<file path="config.mk">
export PLATFORM = sky130hd
export DESIGN_NAME = im2col_tap_address_generator_unit
export DESIGN_NICKNAME = d
export VERILOG_FILES = /design/src/iagen_pkg.sv /design/src/iagen_front.sv /design/src/iagen_queue.sv /design/src/iagen_back.sv /design/src/im2col_tap_address_generator_unit.sv
export SDC_FILE = /design/constraint.sdc
export NUM_CORES = 1
export LEC_CHECK = 0
export BUFFER_PORTS_ARGS = -buffer_cell sky130_fd_sc_hd__buf_2
export CORE_ASPECT_RATIO = 1.1
export CORE_MARGIN = 2
export CORE_UTILIZATION = 30
export DETAILED_ROUTE_END_ITERATION = 8
export GPL_ROUTABILITY_DRIVEN = 0
export PLACE_DENSITY = 0.54
export SYNTH_ARGS = -nofsm -noshare
export SYNTH_HDL_FRONTEND = slang
export SYNTH_SLANG_ARGS = --single-unit
</file>
<file path="constraint.sdc">
create_clock -name clk -period 12.2 [get_ports clk]
set_clock_uncertainty 0.2 [all_clocks]
set_input_delay 3.66 -clock clk [delete_from_list [all_inputs] [get_ports clk]]
set_output_delay 3.66 -clock clk [all_outputs]
set_load 0.1 [all_outputs]
</file>
<file path="src/iagen_pkg.sv">
package iagen_pkg;

	// geometry of the destination planes
	localparam int LANES      = 32;
	localparam int LANE_W     = $clog2(LANES);
	localparam int SLOT_ALIGN = 16;
	localparam int MAX_DIM    = 1024;

	// field and register widths
	localparam int COORD_W    = 10;
	localparam int TAPIN_W    = 4;
	localparam int DIM_W      = 11;
	localparam int CIN_W      = 6;
	localparam int CHAN_W     = 5;
	localparam int PLANE_W    = 8;
	localparam int PROD_W     = 14;
	localparam int SIGN_W     = PROD_W + 1;
	localparam int TAP_W      = 8;
	localparam int BASE_W     = 13;
	localparam int CFG_IDX_W  = 4;
	localparam int CFG_DATA_W = 11;

	// decoupling queue
	localparam int QDEPTH  = 8;
	localparam int QPTR_W  = $clog2(QDEPTH);
	localparam int QCNT_W  = $clog2(QDEPTH + 1);
	localparam int FLIGHT_W = 2;

	// widest channel count that still gets the sign flip
	localparam logic [CIN_W-1:0] FLIP_MAX_CIN = CIN_W'(3);

	// register indexes
	localparam logic [CFG_IDX_W-1:0] REG_CHANNELS_IN   = CFG_IDX_W'(0);
	localparam logic [CFG_IDX_W-1:0] REG_KERNEL_HEIGHT = CFG_IDX_W'(1);
	localparam logic [CFG_IDX_W-1:0] REG_KERNEL_WIDTH  = CFG_IDX_W'(2);
	localparam logic [CFG_IDX_W-1:0] REG_CONV_STRIDE   = CFG_IDX_W'(3);
	localparam logic [CFG_IDX_W-1:0] REG_PAD_TOP       = CFG_IDX_W'(4);
	localparam logic [CFG_IDX_W-1:0] REG_PAD_LEFT      = CFG_IDX_W'(5);
	localparam logic [CFG_IDX_W-1:0] REG_INPUT_HEIGHT  = CFG_IDX_W'(6);
	localparam logic [CFG_IDX_W-1:0] REG_INPUT_WIDTH   = CFG_IDX_W'(7);

	typedef struct packed {
		logic [CIN_W-1:0]   channels_in;
		logic [TAPIN_W-1:0] kernel_height;
		logic [TAPIN_W-1:0] kernel_width;
		logic [TAPIN_W-1:0] conv_stride;
		logic [TAPIN_W-1:0] pad_top;
		logic [TAPIN_W-1:0] pad_left;
		logic [DIM_W-1:0]   input_height;
		logic [DIM_W-1:0]   input_width;
	} cfg_t;

	localparam cfg_t CFG_RESET = '{
		channels_in:   CIN_W'(3),
		kernel_height: TAPIN_W'(3),
		kernel_width:  TAPIN_W'(3),
		conv_stride:   TAPIN_W'(1),
		pad_top:       TAPIN_W'(1),
		pad_left:      TAPIN_W'(1),
		input_height:  DIM_W'(224),
		input_width:   DIM_W'(224)
	};

	// one classified request, ready to be expanded over its channels
	typedef struct packed {
		logic [COORD_W-1:0] src_row;
		logic [COORD_W-1:0] src_col;
		logic               use_pad;
		logic               flip_sign;
		logic [BASE_W-1:0]  base;
		logic [CIN_W-1:0]   cin;
	} entry_t;

	typedef struct packed {
		logic   valid;
		entry_t entry;
	} push_t;

	typedef struct packed {
		logic   avail;
		entry_t entry;
	} head_t;

	typedef struct packed {
		logic [COORD_W-1:0] src_row;
		logic [COORD_W-1:0] src_col;
		logic [CHAN_W-1:0]  src_chan;
		logic               use_pad;
		logic [PLANE_W-1:0] dest_plane;
		logic [LANE_W-1:0]  dest_lane;
		logic               flip_sign;
		logic               last;
	} result_t;

endpackage

</file>
<file path="src/iagen_front.sv">
module iagen_front import iagen_pkg::*; (
	input  logic                clk,
	input  logic                arst_n,
	input  logic                accept,
	input  logic [COORD_W-1:0]  out_row,
	input  logic [COORD_W-1:0]  out_col,
	input  logic [TAPIN_W-1:0]  tap_row,
	input  logic [TAPIN_W-1:0]  tap_col,
	input  cfg_t                cfg,
	output push_t               push,
	output logic [FLIGHT_W-1:0] inflight
);

	logic               v_s1;
	logic [PROD_W-1:0]  oys_s1;
	logic [PROD_W-1:0]  oxs_s1;
	logic [TAP_W-1:0]   kyw_s1;
	logic [TAP_W-1:0]   khkw_s1;
	logic [TAPIN_W-1:0] ky_s1;
	logic [TAPIN_W-1:0] kx_s1;

	logic               v_s2;
	logic [COORD_W-1:0] src_row_s2;
	logic [COORD_W-1:0] src_col_s2;
	logic               use_pad_s2;
	logic               flip_s2;
	logic [TAP_W-1:0]   tap_s2;
	logic               packed_s2;
	logic [CIN_W-1:0]   cin_s2;

	logic [CIN_W-1:0]   cin_eff;
	logic [DIM_W-1:0]   ih_eff;
	logic [DIM_W-1:0]   iw_eff;
	logic [SIGN_W-1:0]  iy;
	logic [SIGN_W-1:0]  ix;
	logic               in_y;
	logic               in_x;
	logic               in_map;
	logic [PROD_W-1:0]  cells;
	logic [CIN_W-1:0]   rounded;
	logic [CIN_W-1:0]   slot;

	// clamp the oversized settings
	always_comb begin
		cin_eff = (cfg.channels_in > CIN_W'(LANES)) ? CIN_W'(LANES) : cfg.channels_in;
		ih_eff  = (cfg.input_height > DIM_W'(MAX_DIM)) ? DIM_W'(MAX_DIM) : cfg.input_height;
		iw_eff  = (cfg.input_width > DIM_W'(MAX_DIM)) ? DIM_W'(MAX_DIM) : cfg.input_width;
	end

	// s1: the four products
	always_ff @(posedge clk or negedge arst_n) begin
		if (!arst_n) begin
			v_s1 <= 1'b0;
			v_s2 <= 1'b0;
		end else begin
			v_s1 <= accept;
			v_s2 <= v_s1;
		end
	end

	always_ff @(posedge clk) begin
		if (accept) begin
			oys_s1  <= PROD_W'(out_row) * PROD_W'(cfg.conv_stride);
			oxs_s1  <= PROD_W'(out_col) * PROD_W'(cfg.conv_stride);
			kyw_s1  <= TAP_W'(tap_row) * TAP_W'(cfg.kernel_width);
			khkw_s1 <= TAP_W'(cfg.kernel_height) * TAP_W'(cfg.kernel_width);
			ky_s1   <= tap_row;
			kx_s1   <= tap_col;
		end
	end

	// s2: source position, border test and slot choice
	always_comb begin
		iy     = {1'b0, oys_s1} + SIGN_W'(ky_s1) - SIGN_W'(cfg.pad_top);
		ix     = {1'b0, oxs_s1} + SIGN_W'(kx_s1) - SIGN_W'(cfg.pad_left);
		in_y   = !iy[SIGN_W-1] && (iy[PROD_W-1:0] < PROD_W'(ih_eff));
		in_x   = !ix[SIGN_W-1] && (ix[PROD_W-1:0] < PROD_W'(iw_eff));
		in_map = in_y && in_x;
		cells  = PROD_W'(cin_eff) * PROD_W'(khkw_s1);
	end

	always_ff @(posedge clk) begin
		if (v_s1) begin
			src_row_s2 <= in_map ? iy[COORD_W-1:0] : '0;
			src_col_s2 <= in_map ? ix[COORD_W-1:0] : '0;
			use_pad_s2 <= !in_map;
			flip_s2    <= in_map && (cin_eff <= FLIP_MAX_CIN);
			tap_s2     <= kyw_s1 + TAP_W'(kx_s1);
			packed_s2  <= cells <= PROD_W'(LANES);
			cin_s2     <= cin_eff;
		end
	end

	// tap base, written straight into the queue
	always_comb begin
		rounded = (cin_s2 + CIN_W'(SLOT_ALIGN - 1)) & ~CIN_W'(SLOT_ALIGN - 1);
		slot    = packed_s2 ? cin_s2 : rounded;
		push.valid           = v_s2 && (cin_s2 != '0);
		push.entry.src_row   = src_row_s2;
		push.entry.src_col   = src_col_s2;
		push.entry.use_pad   = use_pad_s2;
		push.entry.flip_sign = flip_s2;
		push.entry.base      = BASE_W'(BASE_W'(tap_s2) * BASE_W'(slot));
		push.entry.cin       = cin_s2;
	end

	assign inflight = FLIGHT_W'(v_s1) + FLIGHT_W'(v_s2);

endmodule

</file>
<file path="src/iagen_queue.sv">
module iagen_queue import iagen_pkg::*; (
	input  logic                clk,
	input  logic                arst_n,
	input  push_t               push,
	input  logic                pop,
	input  logic [FLIGHT_W-1:0] inflight,
	output head_t               head,
	output logic                busy
);

	entry_t            mem_q [QDEPTH];
	logic [QPTR_W-1:0] wr_ptr_q;
	logic [QPTR_W-1:0] rd_ptr_q;
	logic [QCNT_W-1:0] count_q;
	logic [QCNT_W:0]   occupancy;

	always_ff @(posedge clk or negedge arst_n) begin
		if (!arst_n) begin
			wr_ptr_q <= '0;
			rd_ptr_q <= '0;
			count_q  <= '0;
		end else begin
			if (push.valid) begin
				wr_ptr_q <= wr_ptr_q + 1'b1;
			end
			if (pop) begin
				rd_ptr_q <= rd_ptr_q + 1'b1;
			end
			count_q <= count_q + QCNT_W'(push.valid) - QCNT_W'(pop);
		end
	end

	always_ff @(posedge clk) begin
		if (push.valid) begin
			mem_q[wr_ptr_q] <= push.entry;
		end
	end

	// requests still in the front pipe have a queue slot reserved
	assign occupancy  = (QCNT_W+1)'(count_q) + (QCNT_W+1)'(inflight);
	assign busy       = occupancy >= (QCNT_W+1)'(QDEPTH);
	assign head.avail = count_q != '0;
	assign head.entry = mem_q[rd_ptr_q];

endmodule

</file>
<file path="src/iagen_back.sv">
module iagen_back import iagen_pkg::*; (
	input  logic    clk,
	input  logic    arst_n,
	input  head_t   head,
	output logic    pop,
	output logic    strobe,
	output result_t res
);

	logic              active_q;
	logic [CHAN_W-1:0] chan_q;
	entry_t            cur_q;
	logic              strobe_q;
	result_t           res_q;
	logic              is_last;
	logic [BASE_W-1:0] pc;

	assign is_last = active_q && (CIN_W'(chan_q) == cur_q.cin - CIN_W'(1));
	assign pop     = head.avail && (!active_q || is_last);
	assign pc      = cur_q.base + BASE_W'(chan_q);

	always_ff @(posedge clk or negedge arst_n) begin
		if (!arst_n) begin
			active_q <= 1'b0;
			chan_q   <= '0;
			strobe_q <= 1'b0;
		end else begin
			strobe_q <= active_q;
			if (pop) begin
				active_q <= 1'b1;
				chan_q   <= '0;
			end else if (is_last) begin
				active_q <= 1'b0;
			end else if (active_q) begin
				chan_q <= chan_q + 1'b1;
			end
		end
	end

	always_ff @(posedge clk) begin
		if (pop) begin
			cur_q <= head.entry;
		end
		if (active_q) begin
			res_q.src_row    <= cur_q.src_row;
			res_q.src_col    <= cur_q.src_col;
			res_q.src_chan   <= chan_q;
			res_q.use_pad    <= cur_q.use_pad;
			res_q.dest_plane <= pc[BASE_W-1:LANE_W];
			res_q.dest_lane  <= pc[LANE_W-1:0];
			res_q.flip_sign  <= cur_q.flip_sign;
			res_q.last       <= is_last;
		end
	end

	assign strobe = strobe_q;
	assign res    = res_q;

endmodule

</file>
<file path="src/im2col_tap_address_generator_unit.sv">
// im2col tap address generator
//
// request channel: a request (out_row, out_col, tap_row, tap_col) is taken
// at a rising edge with start high and busy low. busy rises once the eight
// queue slots are all filled or held for requests still in the front stages.
// result channel: one beat per input channel, c = 0 .. channels_in-1, each
// shown for one cycle under result_strobe; last marks the final beat.
// the receiver cannot stall, so beats leave at one per cycle with no gaps
// while requests are queued.
// path: a request passes the s1 and s2 front stages, the queue, the channel
// sequencer and the result register before its first beat appears.
// throughput: one beat per cycle while requests are queued; a request
// gives channels_in beats (above 32 counts as 32), bound by the single
// channel sequencer at the back; requests with zero channels give no beats.
// config channel: cfg_valid/cfg_ready with cfg_index and cfg_data; cfg_ready
// is always high, indexes past the last register are dropped. write only
// while no request is in flight.
// reset: arst_n clears the queue and the sequencer at once and loads the
// register defaults; no clearing pass is needed.
module im2col_tap_address_generator_unit import iagen_pkg::*; (
	input  logic                  clk,
	input  logic                  arst_n,
	// request channel
	input  logic                  start,
	output logic                  busy,
	input  logic [COORD_W-1:0]    out_row,
	input  logic [COORD_W-1:0]    out_col,
	input  logic [TAPIN_W-1:0]    tap_row,
	input  logic [TAPIN_W-1:0]    tap_col,
	// config channel
	input  logic                  cfg_valid,
	output logic                  cfg_ready,
	input  logic [CFG_IDX_W-1:0]  cfg_index,
	input  logic [CFG_DATA_W-1:0] cfg_data,
	// result channel
	output logic                  result_strobe,
	output logic [COORD_W-1:0]    src_row,
	output logic [COORD_W-1:0]    src_col,
	output logic [CHAN_W-1:0]     src_chan,
	output logic                  use_pad,
	output logic [PLANE_W-1:0]    dest_plane,
	output logic [LANE_W-1:0]     dest_lane,
	output logic                  flip_sign,
	output logic                  last
);

	cfg_t                cfg_q;
	logic                accept;
	push_t               push;
	head_t               head;
	logic                pop;
	logic [FLIGHT_W-1:0] inflight;
	result_t             res;

	// register file, each field masked to its own width
	always_ff @(posedge clk or negedge arst_n) begin
		if (!arst_n) begin
			cfg_q <= CFG_RESET;
		end else if (cfg_valid && cfg_ready) begin
			case (cfg_index)
				REG_CHANNELS_IN:   cfg_q.channels_in   <= cfg_data[CIN_W-1:0];
				REG_KERNEL_HEIGHT: cfg_q.kernel_height <= cfg_data[TAPIN_W-1:0];
				REG_KERNEL_WIDTH:  cfg_q.kernel_width  <= cfg_data[TAPIN_W-1:0];
				REG_CONV_STRIDE:   cfg_q.conv_stride   <= cfg_data[TAPIN_W-1:0];
				REG_PAD_TOP:       cfg_q.pad_top       <= cfg_data[TAPIN_W-1:0];
				REG_PAD_LEFT:      cfg_q.pad_left      <= cfg_data[TAPIN_W-1:0];
				REG_INPUT_HEIGHT:  cfg_q.input_height  <= cfg_data[DIM_W-1:0];
				REG_INPUT_WIDTH:   cfg_q.input_width   <= cfg_data[DIM_W-1:0];
				default: begin
					// unmapped index, nothing to write
				end
			endcase
		end
	end

	assign cfg_ready = 1'b1;
	assign accept    = start && !busy;

	// front: products, border test, slot and tap base
	iagen_front u_front (
		.clk      (clk),
		.arst_n   (arst_n),
		.accept   (accept),
		.out_row  (out_row),
		.out_col  (out_col),
		.tap_row  (tap_row),
		.tap_col  (tap_col),
		.cfg      (cfg_q),
		.push     (push),
		.inflight (inflight)
	);

	// queue between classification and channel expansion
	iagen_queue u_queue (
		.clk      (clk),
		.arst_n   (arst_n),
		.push     (push),
		.pop      (pop),
		.inflight (inflight),
		.head     (head),
		.busy     (busy)
	);

	// back: one beat per channel
	iagen_back u_back (
		.clk    (clk),
		.arst_n (arst_n),
		.head   (head),
		.pop    (pop),
		.strobe (result_strobe),
		.res    (res)
	);

	assign src_row    = res.src_row;
	assign src_col    = res.src_col;
	assign src_chan   = res.src_chan;
	assign use_pad    = res.use_pad;
	assign dest_plane = res.dest_plane;
	assign dest_lane  = res.dest_lane;
	assign flip_sign  = res.flip_sign;
	assign last       = res.last;

endmodule

</file>
==> qor.yml <==
layout.cells.non_filler: 3411
syn_to_final_growth_pct: 14.4
boundaryPins: 91
max-cap-violations: 0
period_share_pct: 54.1
worst_r2r_path_depth: 17
numCtsBuffers: 60
first_global_vias: 16700
die_x_um: 301
clk_pin_slew_worst_paths_ps: 60
synth_ff_type: "edfxtp_1"
rr_endpoint: "u_front.packed_s2"
nets: 2412
synthCells: 1973
synth.largest_area_cell: "edfxtp_1"
synth_top_area_share_pct: 51.5
clock_latency_ps: 640
dpl_cell_area_um2: 31100
worstPathRequired_ps: 12390
clockRootBuffer: "clkbuf_16"
layout_setup_ws_ps: 5600
fin_area_um2: 33300
worst_slew_pin_slew_ps: 1200
ys.warnings.count: 0
dp_slack_ps: 4890
route.antenna.remaining_nets: 0
grt_overflow: 0
crit_type: "in2reg"
start_util_pct: 30.3
h-tree-depth: 2
wl_per_cell_um: 17.3
syn_avg_cell_area_um2: 14.7
synth_cell_types: 66
leakage_nw: 12.8
rsz0062_at_grt: "false"
cts_resized: 0
postCtsSetupBuffers: 0
power.total_mw: 9.08
report.final.slew_viol_count: 0
r2r-start: "cfg_q[47]"
fp.dieH_um: 331
endpoint: "u_front.oys_s1[12]"
mostFrequentLayoutCells: "edfxtp_1 (499), inv_1 (198), ha_1 (175)"
routed_wl_mm: 59.1
numPortBuffers: 89
crit_path_end_kind: "flip-flop"
cts_tree: "done"
finalHoldViolations: 0
antenna_found_initial: 5
placedCellCount: 3298
rows: 119
grt_pass1_wl_mm: 94.2
outcome: "finished clean"
synth_edf_count: 499
tns_ps: 0
crit_start: "out_row[0]"
synth_area_leaders: "edfxtp_1 (52%), ha_1 (7.5%), fa_1 (6.9%)"
ff2ff_setup_slack_ps: 6490
clockBufferDepth: 3
grt_max_degree: 59
max_freq_mhz: 151
core-area_um2: 95900
layout-drive-gt1-share_pct: 20.7
track_usage_pct: 12.0
mappedNetlistNets: 2295
slew_headroom_pct: 20.0
hold_buffers: 0
fp.dieArea_um2: 99500
arrival_ps: 6800
drc: 0
ir_drop_mv: 0.143
final_common_cell: "edfxtp_1"
nFillCells: 9307
ys_seq_elements: 566
synth.cell_area_um2: 29100
synthArstFlopShare_pct: 11.8
dp_hpwl_mm: 38.9
powerDensity_nw_per_um2: 273
ys_seq_area_share_pct: 57.3
viasPerCell: 4.62
worstSetupStartpointType: "primary input"
drt_iter0_drc: 820
drt_first_pass_iters: 7
critical_path.max_fanout: 4
period_minus_slack_ps: 6600
holdCritPathClass: "reg2reg"
via_count: 15700
clock-sinks: 566
setup_viol: 0
[where the power goes]
| group | total, mW | internal, mW | leakage [nW] | switching, mW |
|---|---|---|---|---|
| registers | 3.30 | 2.95 | 5.40 | 0.350 |
| logic | 3.80 | 1.56 | 6.40 | 2.23 |
| clock network | 1.98 | 1.20 | 1.04 | 0.783 |
| total | 9.08 | 5.71 | 12.8 | 3.37 |
[worst max-delay path: stages]
cell and delay (ps):
buf_2 100, nand2_1 80, fa_1 540, fa_1 540
inv_1 70, fa_1 460, a21o_1 180, a21oi_1 220
o21bai_1 90, a21oi_1 220, o21ai_0 180, a21o_1 210
a21oi_1 180, xnor2_1 90
[cell type report]
type	instances	area, um^2	share of cell area [%]
antenna	1	2.50	0.00752
clock buffer	69	1560	4.67
clock inverter	43	612	1.84
inverter	198	743	2.23
multi-input combinational	1156	11500	34.6
sequential	566	16700	50.1
tap	1270	1590	4.77
timing repair buffer	108	591	1.77
[state kept, by name, indices dropped and copies added, names as in the netlist, 3 cells and up]
name and cells:
u_queue.mem_q 328, cfg_q 48, u_back.cur_q 41, u_back.res 41, u_front.oxs_s1 14, u_front.oys_s1 14, u_front.src_col_s2 10, u_front.src_row_s2 10
u_front.khkw_s1 8, u_front.kyw_s1 8, u_front.tap_s2 8, u_front.cin_s2 6, u_back.chan_q 5, u_front.kx_s1 4, u_front.ky_s1 4, u_queue.count_q 4
u_queue.rd_ptr_q 3, u_queue.wr_ptr_q 3
[routing by layer]
| metal | vias to the layer above | wire (um) | track usage, % |
|---|---|---|---|
| met5 | - | 61 | 0 |
| met4 | 8 | 1470 | 3.61 |
| met3 | 87 | 2310 | 2.15 |
| met2 | 226 | 28500 | 20.4 |
| met1 | 8006 | 26800 | 15.8 |
| li1 | 7417 | - | - |
[kinds of logic (layout without fill, tap and decap cells)]
group / Yosys count / count (layout) / share of synthesized area [%]
other: 1 / 2 / 0.0129
buffers and inverters: 251 / 418 / 3.31
muxes: 172 / 172 / 9.82
AOI/OAI and AO/OA: 190 / 190 / 4.27
and+or+nand+nor: 421 / 421 / 7.93
DFF: 566 / 566 / 57.3
adders and majority gates: 275 / 275 / 14.4
xor gates and xnor gates: 97 / 97 / 2.92
[worst min path at each step]
stage	slack [ps]	start	cells after the start	endpoint
final	220	u_back.cur_q[26]	0	u_back.res[26]
after global routing	230	u_back.cur_q[22]	0	u_back.res[22]
after CTS	220	u_back.cur_q[26]	0	u_back.res[26]
after detailed placement	210	u_back.cur_q[26]	0	u_back.res[26]
after global placement	220	u_back.cur_q[19]	0	u_back.res[1]
after floorplan	200	u_back.cur_q[20]	0	u_back.res[15]
[Yosys cell counts, types with 15 or more instances]
cell type,number
a21oi_1,60
dfstp_2,15
o21ai_0,36
edfxtp_1,499
nor2_1,32
dfrtp_1,52
and3_1,29
clkbuf_1,39
nor2b_1,18
inv_1,198
a21o_1,27
nor3_1,16
ha_1,175
xnor2_1,67
nor3b_2,19
fa_1,100
mux4_2,82
mux2_2,88
nand2_1,142
xor2_1,30
nand3_1,26
and2_1,97
[stage by stage]
stage               util (%)  hold WS [ps]
floorplan                  -           200
global placement        32.5           218
detailed placement      32.5           207
CTS                     34.7           224
global route            34.7           227
finish                  34.7           221
Note: power is estimated with default switching activity, not from simulation.
